$ cat src/design/ffpa_pkg.sv
`default_nettype none
package ffpa_pkg;

  // allocator geometry
  localparam int unsigned ALIGN_BYTES  = 8;
  localparam int unsigned HEADER_BYTES = 32;
  localparam int unsigned MAX_BLOCKS   = 2048;

  localparam int unsigned AddrW = $clog2(MAX_BLOCKS);
  localparam int unsigned CntW  = $clog2(MAX_BLOCKS + 1);
  localparam int unsigned SizeW = 17;
  localparam int unsigned PosW  = 18;
  localparam int unsigned EntW  = SizeW + 1;

  localparam logic [SizeW-1:0] POOL_MIN = 17'd64;
  localparam logic [SizeW-1:0] POOL_MAX = 17'd65536;

  // result status codes
  localparam logic [2:0] ST_ALLOC   = 3'd0;
  localparam logic [2:0] ST_NOFIT   = 3'd1;
  localparam logic [2:0] ST_FREED   = 3'd2;
  localparam logic [2:0] ST_NULL    = 3'd3;
  localparam logic [2:0] ST_NOBLOCK = 3'd4;

  typedef enum logic [3:0] {
    CMD_NONE,
    CMD_INIT,
    CMD_LOAD,
    CMD_READ,
    CMD_ADV,
    CMD_TAKE,
    CMD_SPLIT_START,
    CMD_SH_RD,
    CMD_SH_WR,
    CMD_SPLIT_HI,
    CMD_SPLIT_LO,
    CMD_FREE_WR,
    CMD_MISS,
    CMD_NULL,
    CMD_OUT
  } cmd_e;

  typedef enum logic [2:0] {
    S_IDLE,
    S_RD,
    S_CHK,
    S_SHRD,
    S_SHWR,
    S_SPLIT_LO,
    S_FIN
  } state_e;

  typedef struct packed {
    logic init_pend;
    logic in_null;
    logic op_free;
    logic at_end;
    logic fit;
    logic split_ok;
    logic match;
    logic past;
    logic shift_more;
    logic out_busy;
  } dp_status_t;

endpackage
`default_nettype wire

$ cat src/design/ffpa_ctrl.sv
`default_nettype none
module ffpa_ctrl (
  input  wire logic                 clk_i,
  input  wire logic                 rst_ni,
  input  wire logic                 in_valid_i,
  output logic                      in_ready_o,
  input  wire ffpa_pkg::dp_status_t st_i,
  output ffpa_pkg::cmd_e            cmd_o
);

  ffpa_pkg::state_e state_q, state_d;

  // state register
  always_ff @(posedge clk_i or negedge rst_ni) begin
    if (!rst_ni) begin
      state_q <= ffpa_pkg::S_IDLE;
    end else begin
      state_q <= state_d;
    end
  end

  // next state and commands
  always_comb begin
    state_d    = state_q;
    cmd_o      = ffpa_pkg::CMD_NONE;
    in_ready_o = 1'b0;
    case (state_q)
      ffpa_pkg::S_IDLE: begin
        if (st_i.init_pend) begin
          cmd_o = ffpa_pkg::CMD_INIT;
        end else begin
          in_ready_o = 1'b1;
          if (in_valid_i) begin
            if (st_i.in_null) begin
              cmd_o   = ffpa_pkg::CMD_NULL;
              state_d = ffpa_pkg::S_FIN;
            end else begin
              cmd_o   = ffpa_pkg::CMD_LOAD;
              state_d = ffpa_pkg::S_RD;
            end
          end
        end
      end
      ffpa_pkg::S_RD: begin
        if (st_i.at_end) begin
          cmd_o   = ffpa_pkg::CMD_MISS;
          state_d = ffpa_pkg::S_FIN;
        end else begin
          cmd_o   = ffpa_pkg::CMD_READ;
          state_d = ffpa_pkg::S_CHK;
        end
      end
      ffpa_pkg::S_CHK: begin
        if (!st_i.op_free) begin
          if (!st_i.fit) begin
            cmd_o   = ffpa_pkg::CMD_ADV;
            state_d = ffpa_pkg::S_RD;
          end else if (st_i.split_ok) begin
            cmd_o   = ffpa_pkg::CMD_SPLIT_START;
            state_d = ffpa_pkg::S_SHRD;
          end else begin
            cmd_o   = ffpa_pkg::CMD_TAKE;
            state_d = ffpa_pkg::S_FIN;
          end
        end else if (st_i.match) begin
          cmd_o   = ffpa_pkg::CMD_FREE_WR;
          state_d = ffpa_pkg::S_FIN;
        end else if (st_i.past) begin
          cmd_o   = ffpa_pkg::CMD_MISS;
          state_d = ffpa_pkg::S_FIN;
        end else begin
          cmd_o   = ffpa_pkg::CMD_ADV;
          state_d = ffpa_pkg::S_RD;
        end
      end
      // move the tail up one entry to open a slot
      ffpa_pkg::S_SHRD: begin
        if (st_i.shift_more) begin
          cmd_o   = ffpa_pkg::CMD_SH_RD;
          state_d = ffpa_pkg::S_SHWR;
        end else begin
          cmd_o   = ffpa_pkg::CMD_SPLIT_HI;
          state_d = ffpa_pkg::S_SPLIT_LO;
        end
      end
      ffpa_pkg::S_SHWR: begin
        cmd_o   = ffpa_pkg::CMD_SH_WR;
        state_d = ffpa_pkg::S_SHRD;
      end
      ffpa_pkg::S_SPLIT_LO: begin
        cmd_o   = ffpa_pkg::CMD_SPLIT_LO;
        state_d = ffpa_pkg::S_FIN;
      end
      ffpa_pkg::S_FIN: begin
        if (!st_i.out_busy) begin
          cmd_o   = ffpa_pkg::CMD_OUT;
          state_d = ffpa_pkg::S_IDLE;
        end
      end
      default: begin
        state_d = ffpa_pkg::S_IDLE;
      end
    endcase
  end

endmodule
`default_nettype wire

$ cat config.mk
export PLATFORM = sky130hd
export DESIGN_NAME = ffpa_ctrl
export DESIGN_NICKNAME = d
export VERILOG_FILES = /design/src/design/ffpa_pkg.sv /design/src/design/ffpa_ctrl.sv
export SDC_FILE = /design/constraint.sdc
export NUM_CORES = 1
export LEC_CHECK = 0
export BUFFER_PORTS_ARGS = -buffer_cell sky130_fd_sc_hd__clkbuf_2
export CAP_MARGIN = 20
export CELL_PAD_IN_SITES_DETAIL_PLACEMENT = 0
export CELL_PAD_IN_SITES_GLOBAL_PLACEMENT = 2
export CORE_UTILIZATION = 24
export DETAILED_ROUTE_END_ITERATION = 10
export GPL_TIMING_DRIVEN = 0
export PLACE_DENSITY = 0.85
export RECOVER_POWER = 25
export SLEW_MARGIN = 10
export SYNTH_ARGS = -nofsm -noshare
export SYNTH_HDL_FRONTEND = slang
export SYNTH_SLANG_ARGS = --single-unit
$ cat constraint.sdc
create_clock -name clk_i -period 2.1 [get_ports clk_i]
set_input_delay 0.315 -clock clk_i [delete_from_list [all_inputs] [get_ports clk_i]]
set_output_delay 0.315 -clock clk_i [all_outputs]
set_load 0.01 [all_outputs]
==> metrics.yaml, run 1 <==
drt:
  wl_per_cell_um: 10.6
  ant_nets: 0
  drcViolationCount: 0
  wl_met1_um: 588
  wl_met2_um: 507
  drtIter0Drc: 8
  vias: 520
  dr.pass1.iters: 4
  wl_met3_um: 41
  top_layer: "met4"
  drt-total-wl_um: 1160
  via_per_inst: 4.77
placement:
  hpwl_um: 927
  pre_cts_slack_ns: 0.432
  gp_congestion: 0.743
  port-buffer-count: 17
floorplan:
  io_pins: 18
  initial_core_util_pct: 26.9
  die_area_um2: 1960
  core_area_um2: 1590
  placementRows: 14
  die_y_um: 44.3
  die_w_um: 44.3
clocking:
  cts_hold_buf: 1
  cts_max_path_buffers: 2
  numCtsBuffers: 3
  cts_setup_buffers: 0
  cts_tree: "done"
  ctsHtreeMaxLevel: 1
  clock-root-buffer: "clkbuf_4"
  clock_sinks: 3
  clkLatencyLatePin_ns: 0.24
  cts_resized: 0
  clk_transition_reported_paths_ns: 0.04
layout:
  drive_gt1_share_pct: 30.6
  n_antenna_cell: 0
  area_growth_pct: 35.0
  largest_reg_flops: 3
  regMostFlops: "state_q"
  reg_top3: "state_q x3"
  finalNetCount: 99
synthesis:
  synth_top_area_share_pct: 17.5
  synth_area_per_cell_um2: 6.81
  synth-seq-cells: 3
  synth.distinct_cells: 29
  syn_nets: 76
  synth_top_area_cell: "dfrtp_1"
  syn-cell-area_um2: 429
  postSynthCellCount: 63
  ys_warn_count: 0
  seq_area_frac_synth_pct: 17.5
  synth_area_leaders: "dfrtp_1, o21ai_0, a21oi_1, buf_6, nand2_1"
worst_setup_path:
  end_kind: "output pin"
  cp.arrival_ns: 1.56
  worstPathMaxFanout: 10
  startpoint_type: "flip-flop"
  worstSetupPathType: "reg -> out"
  crit_required_ns: 1.78
worst_hold_path:
  hold_path.class: "in -> async"
power_and_ir_drop:
  max-vdd-ir-drop_mv: 0.411
  power_density_nw_per_um2: 1300
  p_leak_nw: 0.264
grt:
  grt_pass1_vias: 455
  track_usage_pct: 13.7
  grt_start_max_net_pins: 11
  antenna_found_initial: 0
  grt_pass1_wl_um: 2010
  gr-total-overflow: 0
sta:
  setup_tns_ns: 0
  drv_slew: 0
  fin_worst_skew_ns: 0.00525
  rsz0062_at_grt: "false"
  finalHoldViolCount: 0
  worst_slack_ns: 0.220
  worst_pin_slew_ns: 0.386
  finalSetupViolations: 0
  period_needed_ns: 1.88
  min_period_over_period_pct: 89.5
  max_slew_margin_pct: 74.0
  clock.fmax_mhz: 532
run:
  drv_cap: 0
status:
  status: "finished, final reports clean"
-- cell families after synthesis --
| family | synth area share [%] |
|---|---|
| flip-flops | 17.5 |
| AND/OR/NAND/NOR | 38.5 |
| buffers and inverters | 9.91 |
| AO/OA/AOI/OAI | 34.1 |
-- final timing paths --
| check | start | endpoint | slack (ns) | cells past startpoint |
|---|---|---|---|---|
| max | state_q[2] | cmd_o[2] | 0.22 | 5 |
| min | rst_ni | state_q[1] | 0.41 | 2 |
| max reg2reg | state_q[0] | state_q[2] | 0.87 | 4 |
| min reg2reg | state_q[2] | state_q[2] | 0.63 | 3 |
| max in group asynchronous | rst_ni | state_q[2] | 1.54 | 2 |
| min in group clk_i | st_i[1] | state_q[0] | 0.42 | 4 |
-- synthesized netlist by cell type --
cell type,number
a211o_1,1
a211oi_1,1
a21oi_1,7
a22oi_1,1
a31oi_1,1
and2b_1,2
and3_1,1
buf_2,1
buf_6,2
dfrtp_1,3
inv_1,2
inv_2,2
nand2_1,6
nand2b_1,2
nand3_1,2
nand3b_1,2
nor2_1,2
nor2b_1,2
nor3_1,3
nor3_2,1
nor3b_2,1
nor4_1,2
o211ai_1,2
o21ai_0,8
o21ai_1,2
o21bai_1,1
o32ai_1,1
or2b_1,1
or3_1,1
-- where the power goes --
part / total, W / internal, W / switching [W] / leakage [nW]
combinational: 0.000528 / 0.000234 / 0.000294 / 0.212
sequential: 0.000126 / 0.0000878 / 0.0000381 / 0.0368
clock: 0.000101 / 0.0000712 / 0.0000300 / 0.0150
-- layout by cell type, fill, tap and decap left out, types with 3 or more instances in the layout --
cell type  count
clkbuf_2      16
a21oi_1        7
nand2_1        6
clkbuf_4       3
o21ai_0        8
dfrtp_1        3
nor3_1         3
-- per-stage QoR --
step | power [W] | cells | hold slack, ns | util [%] | cell area [um^2]
global route | 0.000826 | 109 | 0.428 | 36.3 | 579
floorplan | 0.000499 | 63 | 0.0194 | - | 429
CTS | 0.000761 | 109 | 0.403 | 36.4 | 581
detailed placement | 0.000652 | 104 | 0.113 | 34.1 | 544
global placement | 0.000664 | 104 | 0.109 | 34.1 | 544
finish | 0.000755 | 109 | 0.409 | 36.3 | 579
-- worst max-delay path, stage by stage, from the launching register on --
cell and delay (ns):
dfrtp_1 0.38, buf_6 0.15, nor4_1 0.40, a22oi_1 0.16
nand3_1 0.12, clkbuf_2 0.13
-- routing by layer --
metal  vias to the layer above  track usage (%)
met2                        12             20.3
met1                       227             20.3
met3                         2             1.22
li1                        279                -
met5                         -                0
met4                         0             5.45
-- final cells by class --
| type | count | area (um^2) |
|---|---|---|
| Multi-Input combinational cell | 53 | 312 |
| Tap cell | 24 | 30.0 |
| Timing Repair Buffer | 18 | 93.8 |
| Inverter | 4 | 15.0 |
| Clock buffer | 4 | 26.3 |
| Sequential cell | 3 | 75.1 |
| Buffer | 3 | 27.5 |
| Fill cell | 185 | 1010 |
(Power assumes the default switching activity.)
==> run 2: changes to the inputs <==
--- a/config.mk
+++ b/config.mk
@@ -12,7 +12,7 @@
 export CORE_UTILIZATION = 24
 export DETAILED_ROUTE_END_ITERATION = 10
 export GPL_TIMING_DRIVEN = 0
-export PLACE_DENSITY = 0.85
+export PLACE_DENSITY_LB_ADDON = 0.1
 export RECOVER_POWER = 25
 export SLEW_MARGIN = 10
 export SYNTH_ARGS = -nofsm -noshare
==> run 2 against run 1 <==
Effect of this change:
- clock skew about the same
- sequential cell count unchanged
- cell count unchanged
- sequential power increased by 3%
- first-iteration DRC count up 50%
- setup slack better by 0.0027 ns
- clock-buffer cell count unchanged
- die area unchanged
- critical endpoint unchanged
- largest power group unchanged
==> metrics.yaml, run 2 (synthesis gave the netlist of run 1 again) <==
clocking:
  cts_hold_buf: 1  # unchanged
  cts_tree: "done"
  clock-root-buffer: "clkbuf_4"
  clock_sinks: 3  # unchanged
  numCtsBuffers: 3  # unchanged
  clkLatencyLatePin_ns: 0.23  # about the same
  cts_max_path_buffers: 2  # unchanged
  cts_setup_buffers: 0  # unchanged
  ctsHtreeMaxLevel: 1  # unchanged
  cts_resized: 0  # unchanged
  clk_transition_reported_paths_ns: 0.04  # about the same
sta:
  setup_tns_ns: 0  # unchanged
  fin_worst_skew_ns: 0.00522  # -0.0000273 ns
  finalSetupViolations: 0  # unchanged
  max_slew_margin_pct: 73.1  # -0.90 points
  clock.fmax_mhz: 533  # +0.14%
  rsz0062_at_grt: "false"
  whs_ns: 0.430  # +0.0215 ns
  min_period_over_period_pct: 89.4  # -0.13 points
  finalHoldViolCount: 0  # unchanged
  worst_pin_slew_ns: 0.399  # +0.0133 ns
  period_needed_ns: 1.88  # -0.00265 ns
  worst_slack_ns: 0.223  # +0.00265 ns
  drv_slew: 0  # unchanged
floorplan:
  initial_core_util_pct: 26.9  # unchanged
  placementRows: 14  # unchanged
  die_y_um: 44.3  # unchanged
  die_w_um: 44.3  # unchanged
  core_area_um2: 1590  # unchanged
  io_pins: 18  # unchanged
  die_area_um2: 1960  # unchanged
placement:
  hpwl_um: 938  # +1.2%
  dp_cells: 104  # unchanged
  gp_congestion: 0.711  # -4.3%
  pre_cts_slack_ns: 0.442  # +0.00991 ns
  port-buffer-count: 17  # unchanged
worst_hold_path:
  hold_path.class: "in -> async"
power_and_ir_drop:
  p_int_w: 0.000392  # about the same
  p_sw_share_pct: 48.3  # +0.29 points
  p_seq_share_pct: 17.1  # +0.4 points
  power_density_nw_per_um2: 1310  # +0.49%
  max-vdd-ir-drop_mv: 0.617  # +50%
  p_leak_nw: 0.264  # unchanged
  clockPowerShare_pct: 12.9  # -0.5 points
  comb_power_share_pct: 70.0  # about the same
  total_switching_power_w: 0.000367  # +1.1%
status:
  status: "finished, final reports clean"
layout:
  area_growth_pct: 35.0  # unchanged
  finalNonFillerCells: 109  # unchanged
  most-common-layout-cells: "clkbuf_2, o21ai_0, a21oi_1, nand2_1"
  seq_area_um2: 75.1  # unchanged
  final_common_cell: "clkbuf_2"
  regMostFlops: "state_q"
  reg_top3: "state_q x3"
  largest_reg_flops: 3  # unchanged
  post-route-util_pct: 36.3  # unchanged
  n_antenna_cell: 0  # unchanged
  drive_gt1_share_pct: 30.6  # unchanged
  n_fill_cell: 187  # +1.1%
  multiInputGateArea_um2: 312  # unchanged
  finalNetCount: 99  # unchanged
drt:
  drt-total-wl_um: 1200  # +3.5%
  dr.pass1.iters: 4  # unchanged
  via_per_inst: 4.88  # +2.3%
  drcViolationCount: 0  # unchanged
  wl_per_cell_um: 11.0  # +3.5%
  vias: 532  # +2.3%
  ant_nets: 0  # unchanged
  drtIter0Drc: 12  # +4
worst_setup_path:
  r2r_cells: 4  # unchanged
  path_cells: "buf_6 > nor4_1 > a22oi_1 > nand3_1 > clkbuf_2"
  r2r_start: "state_q[0]"
  rrSetupSlack_ns: 0.83  # -0.04 ns
  cp_slowest_stage_delay_ns: 0.41  # about the same
  end_kind: "output pin"
  worstSetupPathType: "reg -> out"
  startpoint_type: "flip-flop"
  r2r_end: "state_q[2]"
  crit_required_ns: 1.78  # about the same
  slowest_stage: "nor4_1"
  worstPathMaxFanout: 10  # unchanged
  cp.arrival_ns: 1.56  # about the same
  crit_path_end: "cmd_o[2]"
  crit_path_start: "state_q[2]"
run:
  drv_cap: 0  # unchanged
grt:
  gr-total-overflow: 0  # unchanged
  grt_start_max_net_pins: 11  # unchanged
  antenna_found_initial: 0  # unchanged
  grt_pass1_wl_um: 1910  # -4.8%
  track_usage_pct: 12.7  # -1.0 points
  grt_pass1_vias: 450  # -1.1%
==> run 2: cell counts in the layout (fill, tap and decap cells not counted) <==
No cell type changed its count.
==> run 2: routing by layer <==
layer,global-route usage (%),up-vias,share of wire (%)
li1,-,277,-
met1,18.9,236,50
met2,19.4,19,45
met3,1.22,0,5.7
met4,3.64,0,0
met5,0,-,0
==> run 2: per-stage QoR <==
step | total power [W] | cell area, um^2
global placement | 0.000670 | 544
finish | 0.000759 | 579
floorplan | 0.000499 | 429
CTS | 0.000761 | 581
detailed placement | 0.000656 | 544
global route | 0.000835 | 579
==> run 2: final cells by class <==
type	instances	area share, %
multi-input cells	53	53.8
repair buffers	18	16.2
flip-flops and latches	3	13.0
well taps	24	5.18
plain buffers	3	4.75
clock buffers	4	4.54
inverters	4	2.59
==> run 2: power by group through the flow <==
| stage | sequential [W] | clock [W] | combinational (W) |
|---|---|---|---|
| 2_1_floorplan | 0.000118 | 0 | 0.000380 |
| 3_3_place_gp | 0.000130 | 0 | 0.000539 |
| 3_5_place_dp | 0.000128 | 0 | 0.000528 |
| 4_1_cts | 0.000128 | 0.000103 | 0.000531 |
| 5_1_grt | 0.000135 | 0.000108 | 0.000593 |
| 6_report | 0.000130 | 0.0000978 | 0.000532 |
==> run 2: how the worst min path moves through the flow <==
stage	end	slack (ns)	cells after the start
finish	state_q[0]	0.43	2
global route	state_q[0]	0.44	2
CTS	state_q[0]	0.40	2
detailed placement	state_q[0]	0.11	1
global placement	state_q[0]	0.11	1
floorplan	state_q[0]	0.02	0
==> run 2: critical path, delay by kind of cell, from the launching register on <==
family | cells | cell delay (ns)
AOI/OAI and AO/OA | 1 | 0.15
buffers and inverters | 2 | 0.28
DFF | 1 | 0.39
and+or+nand+nor | 2 | 0.53
==> run 3: changes to the inputs <==
--- a/config.mk
+++ b/config.mk
@@ -7,9 +7,10 @@
 export LEC_CHECK = 0
 export BUFFER_PORTS_ARGS = -buffer_cell sky130_fd_sc_hd__clkbuf_2
 export CAP_MARGIN = 20
-export CELL_PAD_IN_SITES_DETAIL_PLACEMENT = 0
+export CELL_PAD_IN_SITES_DETAIL_PLACEMENT = 1
 export CELL_PAD_IN_SITES_GLOBAL_PLACEMENT = 2
 export CORE_UTILIZATION = 24
+export CTS_CLUSTER_SIZE = 40
 export DETAILED_ROUTE_END_ITERATION = 10
 export GPL_TIMING_DRIVEN = 0
 export PLACE_DENSITY_LB_ADDON = 0.1
==> run 3 against run 2 <==
Effect of this change:
- clock-buffer cell count did not move
- sequential cell count did not move
- sequential power barely moved
- clock power fell by 1%
- highest routed layer unchanged
- critical endpoint unchanged
- first-iteration DRC count fell by 83%
==> metrics.yaml, run 3 (synthesis gave the netlist of run 1 again) <==
layout:
  most-common-layout-cells: "clkbuf_2, o21ai_0, a21oi_1, nand2_1"
  area_growth_pct: 35.0  # unchanged
  finalNetCount: 99  # unchanged
  drive_gt1_share_pct: 30.6  # unchanged
  largest_reg_flops: 3  # unchanged
  regMostFlops: "state_q"
  final_common_cell: "clkbuf_2"
  finalNonFillerCells: 109  # unchanged
  reg_top3: "state_q x3"
  n_antenna_cell: 0  # unchanged
  final_cell_area_um2: 579  # unchanged
placement:
  dp_cells: 104  # unchanged
  port-buffer-count: 17  # unchanged
  place_area_um2: 544  # unchanged
  hpwl_um: 1070  # +15%
  pre_cts_slack_ns: 0.438  # -0.00349 ns
  gp_congestion: 0.711  # unchanged
worst_setup_path:
  worstPathMaxFanout: 10  # unchanged
  cp.arrival_ns: 1.53  # -0.03 ns
  rrSetupSlack_ns: 0.85  # +0.02 ns
  worstSetupPathType: "reg -> out"
  startpoint_type: "flip-flop"
  end_kind: "output pin"
  crit_required_ns: 1.78  # about the same
drt:
  drcViolationCount: 0  # unchanged
  vias: 529  # -0.56%
  drtIter0Drc: 2  # -10
  via_per_inst: 4.85  # -0.56%
  ant_nets: 0  # unchanged
  drt-total-wl_um: 1300  # +8.5%
  dr.pass1.iters: 2  # -2
  wl_per_cell_um: 11.9  # +8.5%
sta:
  clock.fmax_mhz: 543  # +2.0%
  rsz0062_at_grt: "false"
  period_needed_ns: 1.84  # -0.0369 ns
  max_slew_margin_pct: 75.6  # +2.4 points
  min_period_over_period_pct: 87.6  # -1.8 points
  fin_worst_skew_ns: 0.000783  # -0.00444 ns
  drv_slew: 0  # unchanged
  worst_pin_slew_ns: 0.363  # -0.0364 ns
  setup_tns_ns: 0  # unchanged
  finalHoldViolCount: 0  # unchanged
  worst_slack_ns: 0.260  # +0.0369 ns
  finalSetupViolations: 0  # unchanged
clocking:
  clk_transition_reported_paths_ns: 0.03  # about the same
  numCtsBuffers: 3  # unchanged
  clock_sinks: 3  # unchanged
  cts_tree: "done"
  cts_resized: 0  # unchanged
  clock-root-buffer: "clkbuf_4"
  ctsHtreeMaxLevel: 1  # unchanged
  cts_setup_buffers: 0  # unchanged
  cts_max_path_buffers: 2  # unchanged
  clkLatencyLatePin_ns: 0.23  # about the same
  cts_hold_buf: 1  # unchanged
grt:
  track_usage_pct: 14.0  # +1.3 points
  grt_pass1_vias: 481  # +6.9%
  grt_pass1_wl_um: 2060  # +7.6%
  grt_start_max_net_pins: 11  # unchanged
  antenna_found_initial: 0  # unchanged
  gr-total-overflow: 0  # unchanged
floorplan:
  io_pins: 18  # unchanged
  initial_core_util_pct: 26.9  # unchanged
  core_area_um2: 1590  # unchanged
  die_w_um: 44.3  # unchanged
  die_area_um2: 1960  # unchanged
  die_y_um: 44.3  # unchanged
  placementRows: 14  # unchanged
power_and_ir_drop:
  power_density_nw_per_um2: 1310  # about the same
  max-vdd-ir-drop_mv: 0.532  # -14%
  total_power_w: 0.000759  # about the same
  p_leak_nw: 0.264  # unchanged
status:
  status: "finished, final reports clean"
run:
  drv_cap: 0  # unchanged
worst_hold_path:
  hold_path.class: "in -> async"
==> run 3: cell counts in the layout (fill, tap and decap cells not counted) <==
No cell type changed its count.
==> run 3: final timing paths <==
check | depth (start not counted) | to | from
setup / recovery | 5 | cmd_o[2] | state_q[2]
hold / removal | 2 | state_q[0] | rst_ni
max in group asynchronous | 2 | state_q[2] | rst_ni
setup reg to reg | 4 | state_q[2] | state_q[0]
min in group clk_i | 4 | state_q[0] | st_i[1]
hold reg to reg | 3 | state_q[2] | state_q[2]
==> run 3: where the power goes <==
group	internal, W	total [W]	switching (W)	leakage [nW]
registers	0.0000877	0.000131	0.0000429	0.0368
logic	0.000234	0.000532	0.000298	0.212
clock network	0.0000709	0.0000966	0.0000257	0.0150
==> run 3: final cells by class <==
cell class | instances | area [um^2]
buffer | 3 | 27.5
clock buffer | 4 | 26.3
fill | 224 | 1010
inverter | 4 | 15.0
multi-input combinational | 53 | 312
sequential | 3 | 75.1
tap | 24 | 30.0
timing repair buffer | 18 | 93.8
==> run 3: routing by layer <==
metal	routed length, um	global-route usage (%)	part of all wire [%]
met1	656	19.9	51
met2	599	22.6	46
met3	43	0	3.3
met4	0	5.45	0
met5	0	0	0
==> run 3: worst max-delay path, cell delays in order (launching register included) <==
cell and delay (ns):
dfrtp_1 0.39, buf_6 0.15, nor4_1 0.38, a22oi_1 0.14
nand3_1 0.11, clkbuf_2 0.13
==> run 3: stage by stage <==
step | hold WS [ns] | utilization, %
finish | 0.422 | 36.3
global route | 0.453 | 36.3
CTS | 0.409 | 36.4
detailed placement | 0.113 | 34.1
global placement | 0.112 | 34.1
floorplan | 0.0194 | -
